===== config.mk =====
export PLATFORM = sky130hd
export DESIGN_NAME = lifo_stack_with_indexed_change_core
export DESIGN_NICKNAME = d
export VERILOG_FILES = /design/src/rtl/lsic_pkg.sv /design/src/rtl/lsic_cell.sv /design/src/rtl/lifo_stack_with_indexed_change_core.sv
export SDC_FILE = /design/constraint.sdc
export NUM_CORES = 1
export LEC_CHECK = 0
export BUFFER_PORTS_ARGS = -buffer_cell sky130_fd_sc_hd__buf_2
export CAP_MARGIN = 10
export CELL_PAD_IN_SITES_DETAIL_PLACEMENT = 0
export CELL_PAD_IN_SITES_GLOBAL_PLACEMENT = 1
export CORE_AREA = 2 2 362 364
export DETAILED_ROUTE_END_ITERATION = 8
export DIE_AREA = 0 0 364 366
export GPL_ROUTABILITY_DRIVEN = 1
export GPL_TIMING_DRIVEN = 0
export PLACE_DENSITY_LB_ADDON = 0.1
export SYNTH_ARGS = -nofsm -noshare
export SYNTH_HDL_FRONTEND = slang
export SYNTH_SLANG_ARGS = --single-unit

===== constraint.sdc =====
create_clock -name clk -period 7.1 [get_ports clk]
set_input_delay 1.42 -clock clk [delete_from_list [all_inputs] [get_ports clk]]
set_output_delay 1.42 -clock clk [all_outputs]
set_load 0.05 [all_outputs]

===== src/rtl/lsic_pkg.sv =====
// Shared types and codes for the LIFO stack with indexed change.
package lsic_pkg;

	localparam int LSIC_DEPTH = 16;

	localparam logic [2:0] FN_PUSH   = 3'd0;
	localparam logic [2:0] FN_POP    = 3'd1;
	localparam logic [2:0] FN_PEEK   = 3'd2;
	localparam logic [2:0] FN_CHANGE = 3'd3;
	localparam logic [2:0] FN_DUMP   = 3'd4;

	localparam logic [1:0] ST_OK     = 2'd0;
	localparam logic [1:0] ST_FULL   = 2'd1;
	localparam logic [1:0] ST_EMPTY  = 2'd2;
	localparam logic [1:0] ST_BEYOND = 2'd3;

	typedef struct packed {
		logic [2:0]         func;
		logic signed [31:0] data_value;
		logic [3:0]         position;
	} lsic_in_t;

	typedef struct packed {
		logic signed [31:0] value_out;
		logic [1:0]         status;
		logic [4:0]         fill_count;
		logic               last_of_run;
	} lsic_out_t;

	// What every cell of the row does in a cycle
	typedef enum logic [2:0] {
		CO_HOLD  = 3'd0,
		CO_PUSH  = 3'd1,
		CO_POP   = 3'd2,
		CO_WRITE = 3'd3,
		CO_ROT   = 3'd4
	} cell_op_t;

endpackage


===== src/rtl/lsic_cell.sv =====
// One word of the stack: index 0 is the top, data moves between neighbours.
module lsic_cell #(
	parameter int IW  = 4,
	parameter int IDX = 0
) (
	input  logic                 clk,
	input  lsic_pkg::cell_op_t   op,
	input  logic [IW-1:0]        sel_idx,
	input  logic signed [31:0]   from_above,
	input  logic signed [31:0]   from_below,
	input  logic signed [31:0]   wrap_value,
	input  logic signed [31:0]   wr_data,
	output logic signed [31:0]   value
);
	import lsic_pkg::*;

	localparam logic [IW-1:0] MY_IDX = IW'(IDX);

	logic signed [31:0] value_q;
	logic               hit;

	assign hit   = (sel_idx == MY_IDX);
	assign value = value_q;

	always_ff @(posedge clk) begin
		case (op)
			CO_PUSH:  value_q <= from_above;
			CO_POP:   value_q <= from_below;
			CO_WRITE: if (hit) value_q <= wr_data;
			CO_ROT:   value_q <= hit ? wrap_value : from_below;
			default:  value_q <= value_q;
		endcase
	end

endmodule


===== src/rtl/lifo_stack_with_indexed_change_core.sv =====
// LIFO stack top level: control, fill count and a row of shifting word cells.
// Push, pop, peek, change and unused codes give one result: the transaction is accepted
// when start is high and busy is low, and its single result is strobed on valid in the
// next cycle. A dump of n stored words keeps busy high while it runs and strobes one
// result per cycle, top word first; the row of cells rotates the top word out each
// cycle, so after the dump the stack holds what it held before. A dump of an empty
// stack gives one result. Results cannot be held off and must be taken when valid is
// high. The stack holds DEPTH words; push shifts the row down, pop shifts it up.
module lifo_stack_with_indexed_change_core #(
	parameter int DEPTH = lsic_pkg::LSIC_DEPTH
) (
	input  logic               clk,
	input  logic               arst_n,
	input  logic               start,
	output logic               busy,
	input  lsic_pkg::lsic_in_t cmd,
	output logic               valid,
	output lsic_pkg::lsic_out_t rsp
);
	import lsic_pkg::*;

	localparam int CW = $clog2(DEPTH + 1);
	localparam int IW = $clog2(DEPTH);
	localparam int PW = (CW > 4) ? CW : 4;
	localparam logic [CW-1:0] FULL_CNT = CW'(DEPTH);

	logic [CW-1:0]      count_q, left_q, next_count;
	logic               dump_q, valid_q;
	lsic_out_t          rsp_q;
	logic               accept, full, empty, pos_ok;
	logic [CW-1:0]      top_idx;
	cell_op_t           op;
	logic [IW-1:0]      sel_idx;
	logic signed [31:0] cell_val [DEPTH];

	assign accept  = start && !dump_q;
	assign full    = (count_q == FULL_CNT);
	assign empty   = (count_q == '0);
	assign pos_ok  = (PW'(cmd.position) < PW'(count_q));
	assign top_idx = count_q - CW'(1);
	assign busy    = dump_q;
	assign valid   = valid_q;
	assign rsp     = rsp_q;

	always_comb begin
		op         = CO_HOLD;
		sel_idx    = IW'(top_idx);
		next_count = count_q;
		if (dump_q) begin
			op = CO_ROT;
		end else if (accept) begin
			case (cmd.func)
				FN_PUSH: if (!full) begin
					op         = CO_PUSH;
					next_count = count_q + CW'(1);
				end
				FN_POP: if (!empty) begin
					op         = CO_POP;
					next_count = count_q - CW'(1);
				end
				FN_CHANGE: if (pos_ok) begin
					op      = CO_WRITE;
					// position counts from the bottom, cells from the top
					sel_idx = IW'(top_idx - CW'(cmd.position));
				end
				default: op = CO_HOLD;
			endcase
		end
	end

	for (genvar i = 0; i < DEPTH; i++) begin : g_cell
		lsic_cell #(.IW(IW), .IDX(i)) u_cell (
			.clk        (clk),
			.op         (op),
			.sel_idx    (sel_idx),
			.from_above ((i == 0) ? cmd.data_value : cell_val[(i == 0) ? 0 : i - 1]),
			.from_below ((i == DEPTH - 1) ? cell_val[i] : cell_val[(i == DEPTH - 1) ? i : i + 1]),
			.wrap_value (cell_val[0]),
			.wr_data    (cmd.data_value),
			.value      (cell_val[i])
		);
	end

	always_ff @(posedge clk or negedge arst_n) begin
		if (!arst_n) begin
			count_q <= '0;
			dump_q  <= 1'b0;
			left_q  <= '0;
			valid_q <= 1'b0;
		end else begin
			count_q <= next_count;
			valid_q <= 1'b0;
			if (dump_q) begin
				valid_q <= 1'b1;
				left_q  <= left_q - CW'(1);
				if (left_q == CW'(1)) dump_q <= 1'b0;
			end else if (accept) begin
				if (cmd.func == FN_DUMP && !empty) begin
					dump_q <= 1'b1;
					left_q <= count_q;
				end else begin
					valid_q <= 1'b1;
				end
			end
		end
	end

	always_ff @(posedge clk) begin
		if (dump_q) begin
			rsp_q.value_out   <= cell_val[0];
			rsp_q.status      <= ST_OK;
			rsp_q.fill_count  <= 5'(count_q);
			rsp_q.last_of_run <= (left_q == CW'(1));
		end else if (accept) begin
			rsp_q.value_out   <= '0;
			rsp_q.status      <= ST_OK;
			rsp_q.fill_count  <= 5'(next_count);
			rsp_q.last_of_run <= 1'b1;
			case (cmd.func)
				FN_PUSH: if (full) rsp_q.status <= ST_FULL;
				FN_POP, FN_PEEK: begin
					if (empty) rsp_q.status <= ST_EMPTY;
					else rsp_q.value_out <= cell_val[0];
				end
				FN_CHANGE: if (!pos_ok) rsp_q.status <= ST_BEYOND;
				FN_DUMP: if (empty) rsp_q.status <= ST_EMPTY;
				default: rsp_q.status <= ST_OK;
			endcase
		end
	end

`ifndef SYNTHESIS
	a_count_bound: assert property (@(posedge clk) disable iff (!arst_n)
		count_q <= FULL_CNT)
		else $error("stack count beyond depth");
	a_dump_nonempty: assert property (@(posedge clk) disable iff (!arst_n)
		dump_q |-> (left_q != '0) && !empty)
		else $error("dump running with nothing left");
	a_single_result: assert property (@(posedge clk) disable iff (!arst_n)
		(accept && cmd.func != FN_DUMP) |=> valid_q && rsp_q.last_of_run)
		else $error("single-result transaction gave no final result");
	a_dump_end: assert property (@(posedge clk) disable iff (!arst_n)
		(dump_q && left_q == CW'(1)) |=> !dump_q && valid_q && rsp_q.last_of_run)
		else $error("dump did not end on its last word");
	a_dump_count_fixed: assert property (@(posedge clk) disable iff (!arst_n)
		dump_q |=> $stable(count_q))
		else $error("count moved during dump");
`endif

endmodule


# Word level (Yosys, flattened, before mapping)
# Index checks and enable logic that the tools add are counted.
dict set report totals {
  register_bits 564
  in_bits 42
  out_inout_bits 42
  elab_cells 183
}
dict set report classes {
  add_sub_neg 4
  n_lt_le_gt_ge 1
  n_eq_ne 43
  muxes 81
  n_reduce_logical 30
}
# cell n
set op_table {}
lappend op_table {{32-bit case mux with 4 select lines} 15}
lappend op_table {{32-bit 2-to-1 mux} 34}
lappend op_table {{32-bit case mux with 3 select lines} 1}
lappend op_table {{40-bit 2-to-1 mux} 2}
lappend op_table {{5-bit 2-to-1 mux} 7}
lappend op_table {{2-bit by 1-bit != test with 1-bit output (second input constant)} 17}
lappend op_table {{4-bit equality test (second input constant)} 8}
lappend op_table {{2-bit AND reduction} 15}
lappend op_table {{4-bit by 3-bit equality test with 1-bit output (second input constant)} 4}
lappend op_table {{4-bit 2-to-1 mux} 4}
lappend op_table {{3-bit by 2-bit equality test with 1-bit output (second input constant)} 4}
lappend op_table {{5-bit case mux with 2 select lines} 1}
lappend op_table {{5-bit by 1-bit subtractor with 5-bit output (second input constant)} 2}
lappend op_table {{1-bit 2-to-1 mux} 9}
lappend op_table {{3-bit case mux with 3 select lines} 1}
lappend op_table {{4-bit by 2-bit equality test with 1-bit output (second input constant)} 2}
lappend op_table {{2-bit 2-to-1 mux} 4}
lappend op_table {{3-bit by 1-bit equality test with 1-bit output (second input constant)} 2}
lappend op_table {{3-bit equality test (second input constant)} 2}
lappend op_table {{3-bit 2-to-1 mux} 2}
lappend op_table {{2-bit case mux with 3 select lines} 1}
lappend op_table {{3-bit AND reduction} 2}
lappend op_table {{5-bit by 1-bit adder with 5-bit output (second input constant)} 1}
lappend op_table {{5-bit by 1-bit equality test with 1-bit output (second input constant)} 1}
lappend op_table {{15 further kinds} 18}

# Logic depth before layout (Yosys ltp)
# Gate-level depths: netlist of the first run.
dict set report logic_depth {
  depth_word 9
  depth_mapped 14
  ltp_nobuf 11
}

# Cells and area by module
# A second synthesis of the first run with hierarchy kept.
dict set report hier_totals {
  cells_unflattened 4005
  hier_area_um2 43153.9
}
# module instances cells_each area_per_inst_um2 seq_area_each_um2
set modules_own_cells {}
lappend modules_own_cells {{lsic_cell at g_cell[10].u_cell ...} 6 235 2498.6 960.9}
lappend modules_own_cells {{lsic_cell at g_cell[11].u_cell ...} 4 234 2577.5 960.9}
lappend modules_own_cells {{lsic_cell at g_cell[1].u_cell ...} 4 235 2524.9 960.9}
lappend modules_own_cells {lifo_stack_with_indexed_change_core 1 252 2742.6 1481.4}
lappend modules_own_cells {{lsic_cell at g_cell[15].u_cell} 1 233 2576.2 960.9}
lappend modules_own_cells {{lsic_cell at g_cell[0].u_cell} 1 234 2433.6 960.9}

# Worst setup path before layout of the first run
# Ideal clock, no wire load.
dict set report synth_path {
  kind {input -> register}
  start {in cmd[0] (netlist bit)}
  end {reg g_cell[10].u_cell.value_q[0] (enable)}
  setup_ns 0.432
  t_arrival_ns 5.317
  required_time_ns 6.668
  path_slack_ns 1.351
  path_stages 10
  path_buffers 2
  cell_sequence {ha_1 -> fa_1 -> xnor2_1 -> nand3b_1 -> nor3_1 -> o211ai_1 -> and2_1 -> clkbuf_1 -> clkbuf_1 -> a21oi_1}
}
dict set report synth_between {
  elab_chain_len 8
  word_cells_on_any_way 18
  cone_classes {1 x add/sub; 1 x order compare; 6 x eq/ne; 8 x mux; 2 x reduce/logical}
}
# element line
set synth_rtl {}
lappend synth_rtl {{from (decl)} lifo_stack_with_indexed_change_core.sv:16} ;# input lsic_pkg::lsic_in_t cmd,
lappend synth_rtl {{4-bit by 5-bit < comparator with 1-bit output / 4-bit subtractor (equally long branches)} {lifo_stack_with_indexed_change_core.sv:39, lifo_stack_with_indexed_change_core.sv:64}}
lappend synth_rtl {{2-bit 2-to-1 mux / 4-bit 2-to-1 mux (equally long branches)} lifo_stack_with_indexed_change_core.sv:61} ;# FN_CHANGE: if (pos_ok) begin
lappend synth_rtl {{3-bit case mux with 3 select lines / 4-bit 2-to-1 mux (equally long branches)} lifo_stack_with_indexed_change_core.sv:52} ;# case (cmd.func)
lappend synth_rtl {{3-bit 2-to-1 mux / 4-bit 2-to-1 mux (equally long branches)} lifo_stack_with_indexed_change_core.sv:51} ;# end else if (accept) begin
lappend synth_rtl {{3-bit 2-to-1 mux / 4-bit 2-to-1 mux (equally long branches)} lifo_stack_with_indexed_change_core.sv:49} ;# if (dump_q) begin
lappend synth_rtl {{3-bit by 2-bit equality test with 1-bit output, or another cell as far along} lsic_cell.sv:26} ;# case (op)
lappend synth_rtl {{2-bit by 1-bit != test with 1-bit output (no line) / 4-bit nonzero test (equally long branches)} --}
lappend synth_rtl {{2-bit AND reduction (no line) (*)} --}
lappend synth_rtl {{to (signal assigned)} lsic_cell.sv:27} ;# CO_PUSH: value_q <= from_above;
lappend synth_rtl {{to (signal assigned)} lsic_cell.sv:28} ;# CO_POP: value_q <= from_below;
lappend synth_rtl {{to (signal assigned)} lsic_cell.sv:29} ;# CO_WRITE: if (hit) value_q <= wr_data;
lappend synth_rtl {{to (decl)} lsic_cell.sv:19} ;# logic signed [31:0] value_q;
# Mark *: on every way between the ends. The rest lies on a longest branch, timed or not.
# A chain may end at the register's enable or synchronous reset.

# Worst setup path after layout of the first run
dict set report layout_path {
  start {reg count_q[0]}
  end {reg g_cell[13].u_cell.value_q[13] (enable)}
}
dict set report layout_between {
  elab_chain_len 9
  word_cells_on_any_way 23
  cone_classes {2 x add/sub; 1 x order compare; 7 x eq/ne; 10 x mux; 3 x reduce/logical}
}
# element line
set layout_rtl {}
lappend layout_rtl {{from (decl)} lifo_stack_with_indexed_change_core.sv:27} ;# logic [CW-1:0] count_q, left_q, next_count;
lappend layout_rtl {{from (signal assigned)} lifo_stack_with_indexed_change_core.sv:91} ;# count_q <= next_count;
lappend layout_rtl {{5-bit by 1-bit subtractor with 5-bit output} --}
lappend layout_rtl {{4-bit subtractor} lifo_stack_with_indexed_change_core.sv:64} ;# sel_idx = IW'(top_idx - CW'(cmd.position));
lappend layout_rtl {{4-bit 2-to-1 mux} lifo_stack_with_indexed_change_core.sv:61}
lappend layout_rtl {{4-bit 2-to-1 mux} lifo_stack_with_indexed_change_core.sv:52}
lappend layout_rtl {{4-bit 2-to-1 mux} lifo_stack_with_indexed_change_core.sv:51}
lappend layout_rtl {{4-bit 2-to-1 mux} lifo_stack_with_indexed_change_core.sv:49}
lappend layout_rtl {{4-bit equality test} lsic_cell.sv:22} ;# assign hit = (sel_idx == MY_IDX);
lappend layout_rtl {{2-bit by 1-bit != test with 1-bit output (no line)} --}
lappend layout_rtl {{2-bit AND reduction (no line) (*)} --}
lappend layout_rtl {{to (signal assigned)} lsic_cell.sv:27}
lappend layout_rtl {{to (signal assigned)} lsic_cell.sv:28}
lappend layout_rtl {{to (signal assigned)} lsic_cell.sv:29}
lappend layout_rtl {{to (decl)} lsic_cell.sv:19}
# Marks and branches as above.

==> results of run 1 <==
[metal layers]
layer | routed length [um] | part of all wire, %
met1 | 78400 | 40
met2 | 86700 | 44
met3 | 21100 | 11
met4 | 11000 | 5.6
met5 | 7 | 0.0036
[stage by stage]
stage,cells,total power (W),TNS [ns]
after floorplan,2815,0.0129,0
after global placement,4639,0.0177,-1196.57
after detailed placement,4675,0.0181,-3.58
after CTS,4812,0.0220,0
after global routing,4825,0.0231,0
final,4827,0.0223,0
[what timing repair did]
action / CTS / global route
setup endpoints to repair: 24 / 158
setup buffers: 3 / 7
resized for setup: 0 / 3
pin swaps: 1 / 4
hold buffers: 0 / 0
[final cells by class]
class | count | area, sq um | area share, %
Sequential cell | 564 | 16900 | 44.3
Multi-Input combinational cell | 1766 | 13500 | 35.5
Tap cell | 1742 | 2180 | 5.73
Clock buffer | 95 | 1970 | 5.18
Buffer | 437 | 1720 | 4.52
Timing Repair Buffer | 134 | 1320 | 3.48
Clock inverter | 39 | 303 | 0.796
Inverter | 48 | 180 | 0.473
Antenna cell | 2 | 5.00 | 0.0132
[power by group]
group          total, W  internal, W  switching (W)  leakage, nW
Combinational    0.0108      0.00333        0.00743         4.68
Clock           0.00378      0.00208        0.00170         1.10
Sequential      0.00777      0.00623        0.00154         5.43
Total            0.0223       0.0116         0.0107         11.2
[placed cells by master, fill, tap and decap left out, types with 4 or more instances in the layout]
cell        count
clkinvlp_4      5
buf_1           8
or4_1           7
o211ai_2       42
o21ai_0        15
clkinv_1       16
nor2b_1        39
buf_2         100
edfxtp_1      550
buf_8          12
inv_1          45
a21boi_0       33
a221o_1        32
nand3_1         8
mux2_2         31
buf_12         23
or3_1           4
clkbuf_1      421
clkinv_2       12
nand2_1        47
xnor2_1         6
a21oi_1        17
o211ai_1      379
buf_16          7
a22o_1          4
a21oi_4        15
a211oi_1       33
dfrtp_1        12
nand4_1       434
ha_1           12
buf_6           7
buf_4          11
nor2_1         23
clkbuf_16      76
a2111oi_0      32
and2_1         47
nor3_1         10
a31oi_1         4
a221oi_1      449
[final timing paths]
kind                                                         endpoint            startpoint  slack [ns]
worst max-delay path            g_cell[13].u_cell.value[13]$_DFFE_PP_  count_q[0]$_DFF_PN0_        0.24
worst min-delay path                              rsp[7]$_SDFFE_PP0P_   rsp[7]$_SDFFE_PP0P_        0.51
worst max register to register  g_cell[13].u_cell.value[13]$_DFFE_PP_  count_q[0]$_DFF_PN0_        0.24
worst min register to register                    rsp[7]$_SDFFE_PP0P_   rsp[7]$_SDFFE_PP0P_        0.51
max in group asynchronous                       left_q[2]$_DFFE_PN0P_                arst_n        6.21
min in group asynchronous                        count_q[2]$_DFF_PN0_                arst_n        0.63
[sequential cells by signal, indices dropped and copies added (netlist names)]
signal and count:
count_q 5, left_q 5, valid 1, g_cell.u_cell.value 512
rsp 40, busy 1
[synthesized netlist by cell type, types with 33 or more instances]
cell	n	share of area, %
clkbuf_1	403	4.7
nor2b_1	39	0.76
nand4_1	434	8.5
a221oi_1	449	12
inv_1	45	0.53
and2_1	47	0.92
a21boi_0	33	0.77
nand2_1	47	0.55
o211ai_1	379	8.9
edfxtp_1	550	51
a211oi_1	33	0.77
o211ai_2	42	1.6
[tightest hold or removal path, cell delays in order, from the launching register on]
cell and delay (ns):
dfxtp_1 0.31, nor2_1 0.10, a311oi_1 0.05
[cell families after synthesis]
kind of cell	Yosys count	synth area share, %
AOI/OAI and AO/OA	1071	27.5
muxes	33	1.15
xor gates and xnor gates	12	0.437
buffers and inverters	485	5.91
and+or+nand+nor	637	11.9
adders and majority gates	13	0.530
DFF	564	52.5
==> results.toml, run 1 <==
[status]
outcome = "finished, final reports clean"

[clock_tree]
path_clk_slew_ns = 0.06
ctsLongestPathBuffers = 3
cts_tree = "done"
clock_sinks = 564
clk-insertion-delay-late_ns = 0.71
cts_max_level = 3
cts_root_buf = "clkbuf_16"
cts_made_buffers = 75

[timing]
setup_viol = 0
period_needed_ns = 6.86
whs_ns = 0.507
max_freq_mhz = 146
maxSlewViolCount = 0
min_period_over_period_pct = 96.6
hold_violations = 0
max-slew-margin-rel_pct = 7.44
fin_skew_ns = 0.0388
worstMarginPinSlew_ns = 1.39
rsz0062_at_grt = "no"
setup_ws_ns = 0.244

[global_route]
gr-usage-met1_pct = 36.9
grt_max_degree = 24
grt_pass1_vias = 30689
antenna_found_initial = 5
use_met2_pct = 43.5
grt_pass1_wl_um = 267000
track_usage_pct = 28.9
globalRouteMet3Util_pct = 8.71
grt.busiest_layer = "met2"
grt-ovfl-total = 0

[cells_and_area]
areaGrowthSynthToFinish_pct = 18.6
final_area_sq_um = 38100
fillCellCount = 13267
nNetsFinal = 3081
post_route_cells_drive_above_1_share_pct = 11.7
fin_util_pct = 29.5

[floorplanning]
die_h_um = 366
num_io_pins = 84
core_sq_um = 129000
core.rowCount = 132
start_util_pct = 24.9
die_w_um = 364
dieArea_sq_um = 133000

[worst_setup_path]
crit_top_cell = "clkbuf_1"
critPathMaxStageDelay_ns = 0.89
critPathBufInv = 7
crit_family = "buffers and inverters"
arrival_ns = 7.30
crit_fanout = 15
crit_required_ns = 7.54
path_class = "reg2reg"
start_kind = "flop"
crit_cells = 15
critPathCaptureType = "flop"
cp_cell_sequence = "clkinv_1 -> ha_1 -> xnor2_2 -> clkinv_1 -> ha_1 -> o21a_1 -> nor3_1 -> or4_1 -> clkbuf_1 -> and2_1 -> clkbuf_1 -> clkbuf_1 -> a21oi_4 -> buf_16 -> buf_16"
rr_worst_depth = 15
slowest_stage = "clkbuf_1"

[placed_design]
port_buffers = 82
post-dp-hpwl_um = 141000
placed_cell_area_sq_um = 35600
place_congestion = 0.950
preCtsSetupSlack_ns = -0.247

[detailed_routing]
avgViaCountPerCell = 6.60
wirelength_um = 197000
antenna_left = 0
drt_iter0_drc = 5110
drc = 0
drt-wirelength-per-cell_um = 40.8
vias = 31878
firstDrtPassIters = 6

[synthesis]
synth_cell_types = 61
synth_edf_count = 550
ys_ff_latch = 564
synth.avg_cell_area_sq_um = 11.4
syn_area_sq_um = 32100
async_flop_share_pct = 2.13
yosys_warnings = 0
yosys_most_used_dff = "edfxtp_1"
syn-instance-count = 2815
synthesis.nets = 2870
synth_seq_area_share_pct = 52.5

[pwr]
irDropWorstVdd_v = 0.000301
power_density_nw_per_um2 = 586
leakage_nw = 11.2

[run]
cap_violations = 0

[min_path]
whs_path_depth = 2
hold_path.class = "reg2reg"
(Power assumes the default switching activity.)
==> inputs of run 2 (changes only) <==
--- a/config.mk
+++ b/config.mk
@@ -5,16 +5,16 @@
 export SDC_FILE = /design/constraint.sdc
 export NUM_CORES = 1
 export LEC_CHECK = 0
-export BUFFER_PORTS_ARGS = -buffer_cell sky130_fd_sc_hd__buf_2
 export CAP_MARGIN = 10
 export CELL_PAD_IN_SITES_DETAIL_PLACEMENT = 0
 export CELL_PAD_IN_SITES_GLOBAL_PLACEMENT = 1
 export CORE_AREA = 2 2 362 364
 export DETAILED_ROUTE_END_ITERATION = 8
 export DIE_AREA = 0 0 364 366
+export DONT_BUFFER_PORTS = 1
 export GPL_ROUTABILITY_DRIVEN = 1
 export GPL_TIMING_DRIVEN = 0
-export PLACE_DENSITY_LB_ADDON = 0.1
+export PLACE_DENSITY = 0.41
 export SYNTH_ARGS = -nofsm -noshare
 export SYNTH_HDL_FRONTEND = slang
 export SYNTH_SLANG_ARGS = --single-unit
==> results.toml, run 2 (synthesized netlist as in run 1, its figures left out) <==
[timing]
final.setup.tns_ns = 0
maxSlewViolCount = 0
max-slew-margin-rel_pct = 3.99
max_freq_mhz = 144
period_needed_ns = 6.94
fin_skew_ns = 0.0337
setup_ws_ns = 0.157
setup_viol = 0
rsz0062_at_grt = "no"
hold_violations = 0
min_period_over_period_pct = 97.8
worstMarginPinSlew_ns = 1.44

[cells_and_area]
mostFrequentLayoutCells = "550 x edfxtp_1, 449 x a221oi_1, 434 x nand4_1, 418 x clkbuf_1, 379 x o211ai_1"
fin_cells = 4753
nNetsFinal = 3001
fillCellCount = 13311
largest_reg_flops = 512
areaGrowthSynthToFinish_pct = 17.5
post_route_cells_drive_above_1_share_pct = 9.35
layout_commonest_cell = "edfxtp_1"

[floorplanning]
dieArea_sq_um = 133000
start_util_pct = 24.9
die_h_um = 366
die_w_um = 364
num_io_pins = 84
core.rowCount = 132
core_sq_um = 129000

[global_route]
track_usage_pct = 29.5
grt_pass1_wl_um = 270000
grt_max_degree = 23
grt-ovfl-total = 0
grt_pass1_vias = 30224
antenna_found_initial = 11

[placed_design]
preCtsSetupSlack_ns = 0.120
place_congestion = 0.936
dp_cells = 4594
port_buffers = 0
post-dp-hpwl_um = 144000

[worst_setup_path]
arrival_ns = 7.40
crit_required_ns = 7.56
path_class = "reg2reg"
slowest_stage = "clkbuf_1"
critPathMaxStageDelay_ns = 0.88
start_kind = "flop"
critPathCaptureType = "flop"
cp_cell_sequence = "clkinv_1 -> ha_1 -> xnor2_2 -> clkinv_1 -> ha_1 -> o21a_1 -> nor3_1 -> or4_1 -> clkbuf_1 -> and2_1 -> clkbuf_1 -> clkbuf_1 -> a21oi_4 -> buf_16 -> buf_12"
crit_top_cell = "clkbuf_1"
crit_fanout = 15

[detailed_routing]
avgViaCountPerCell = 6.65
vias = 31625
antenna_left = 0
firstDrtPassIters = 6
wirelength_um = 202000
drc = 0
drt_iter0_drc = 4752
drt-wirelength-per-cell_um = 42.5

[run]
cap_violations = 0

[pwr]
switching_power_w = 0.0108
clockPowerShare_pct = 17.2
seqPwrFrac_pct = 36.2
sw_frac_of_total_pct = 48.1
leakage_nw = 10.9
irDropWorstVdd_v = 0.000321
p_comb_share_pct = 46.6
power_density_nw_per_um2 = 594
internal_power_w = 0.0116

[clock_tree]
cts_root_buf = "clkbuf_16"
clk-insertion-delay-late_ns = 0.71
cts_made_buffers = 77
path_clk_slew_ns = 0.06
cts_tree = "done"
cts-resized-gates = 0
cts_max_level = 3
clock_sinks = 564
ctsLongestPathBuffers = 3

[status]
outcome = "finished, final reports clean"

[min_path]
hold_path.class = "in2async"
==> run 2: worst max-delay path, delay by kind of cell, from the launching register on <==
family | cells | cell delay (ns)
AO/OA/AOI/OAI | 2 | 0.46
XOR/XNOR | 1 | 0.40
adder cells (fa/ha/maj) | 2 | 0.82
buffers and inverters | 7 | 3.34
flip-flops | 1 | 0.58
AND/OR/NAND/NOR | 3 | 1.05
==> run 2: path summary, 6_finish.rpt <==
kind / from / endpoint / slack (ns) / depth (start not counted)
max in group asynchronous: arst_n / left_q[1]$_DFFE_PN0P_ / 6.60 / 0
worst max register to register: count_q[0]$_DFF_PN0_ / g_cell[13].u_cell.value[4]$_DFFE_PP_ / 0.16 / 15
worst max-delay path: count_q[0]$_DFF_PN0_ / g_cell[13].u_cell.value[4]$_DFFE_PP_ / 0.16 / 15
min in group clk: left_q[0]$_DFFE_PN0P_ / left_q[0]$_DFFE_PN0P_ / 0.57 / 1
worst min register to register: left_q[0]$_DFFE_PN0P_ / left_q[0]$_DFFE_PN0P_ / 0.57 / 1
worst min-delay path: arst_n / count_q[0]$_DFF_PN0_ / 0.41 / 0
==> run 2: power by group through the flow <==
stage / logic, W / clock network, W / registers [W]
floorplan: 0.00555 / 0 / 0.00739
global placement: 0.00941 / 0 / 0.00826
detailed placement: 0.0101 / 0 / 0.00808
CTS: 0.0101 / 0.00388 / 0.00803
global route: 0.0109 / 0.00400 / 0.00823
finish: 0.0104 / 0.00385 / 0.00811
==> run 2: layout make-up <==
class	count	area [sq um]	share of cell area [%]
Inverter	48	180	0.478
Multi-Input combinational cell	1766	13500	35.8
Tap cell	1742	2180	5.78
Clock buffer	95	2020	5.35
Clock inverter	44	298	0.790
Sequential cell	564	16900	44.7
Buffer	437	1720	4.56
Timing Repair Buffer	52	933	2.48
Antenna cell	5	12.5	0.0332
==> run 2: layer usage <==
metal	GRT usage, %	part of all wire (%)	vias to the layer above
met1	38.2	40	16388
met3	8.17	10	438
met4	14.7	5.3	2
met5	0.545	0.051	-
met2	44.7	44	2279
li1	-	-	12518
==> run 2: what timing repair did <==
action / CTS / global route
endpoints found under the setup margin: 0 / 132
hold buffers: 0 / 0
buffers inserted: 0 / 10
==> run 2: stage by stage <==
| stage | instance area (sq um) | utilization (%) | total power (W) | hold WS [ns] |
|---|---|---|---|---|
| 2_1_floorplan | 32100 | - | 0.0129 | 0.497 |
| 3_5_place_dp | 35200 | 27.3 | 0.0182 | 0.568 |
| 5_1_grt | 37700 | 29.2 | 0.0231 | 0.400 |
| 4_1_cts | 37500 | 29.1 | 0.0220 | 0.374 |
| 3_3_place_gp | 34300 | 26.6 | 0.0177 | 0.560 |
| 6_report | 37700 | 29.2 | 0.0224 | 0.412 |
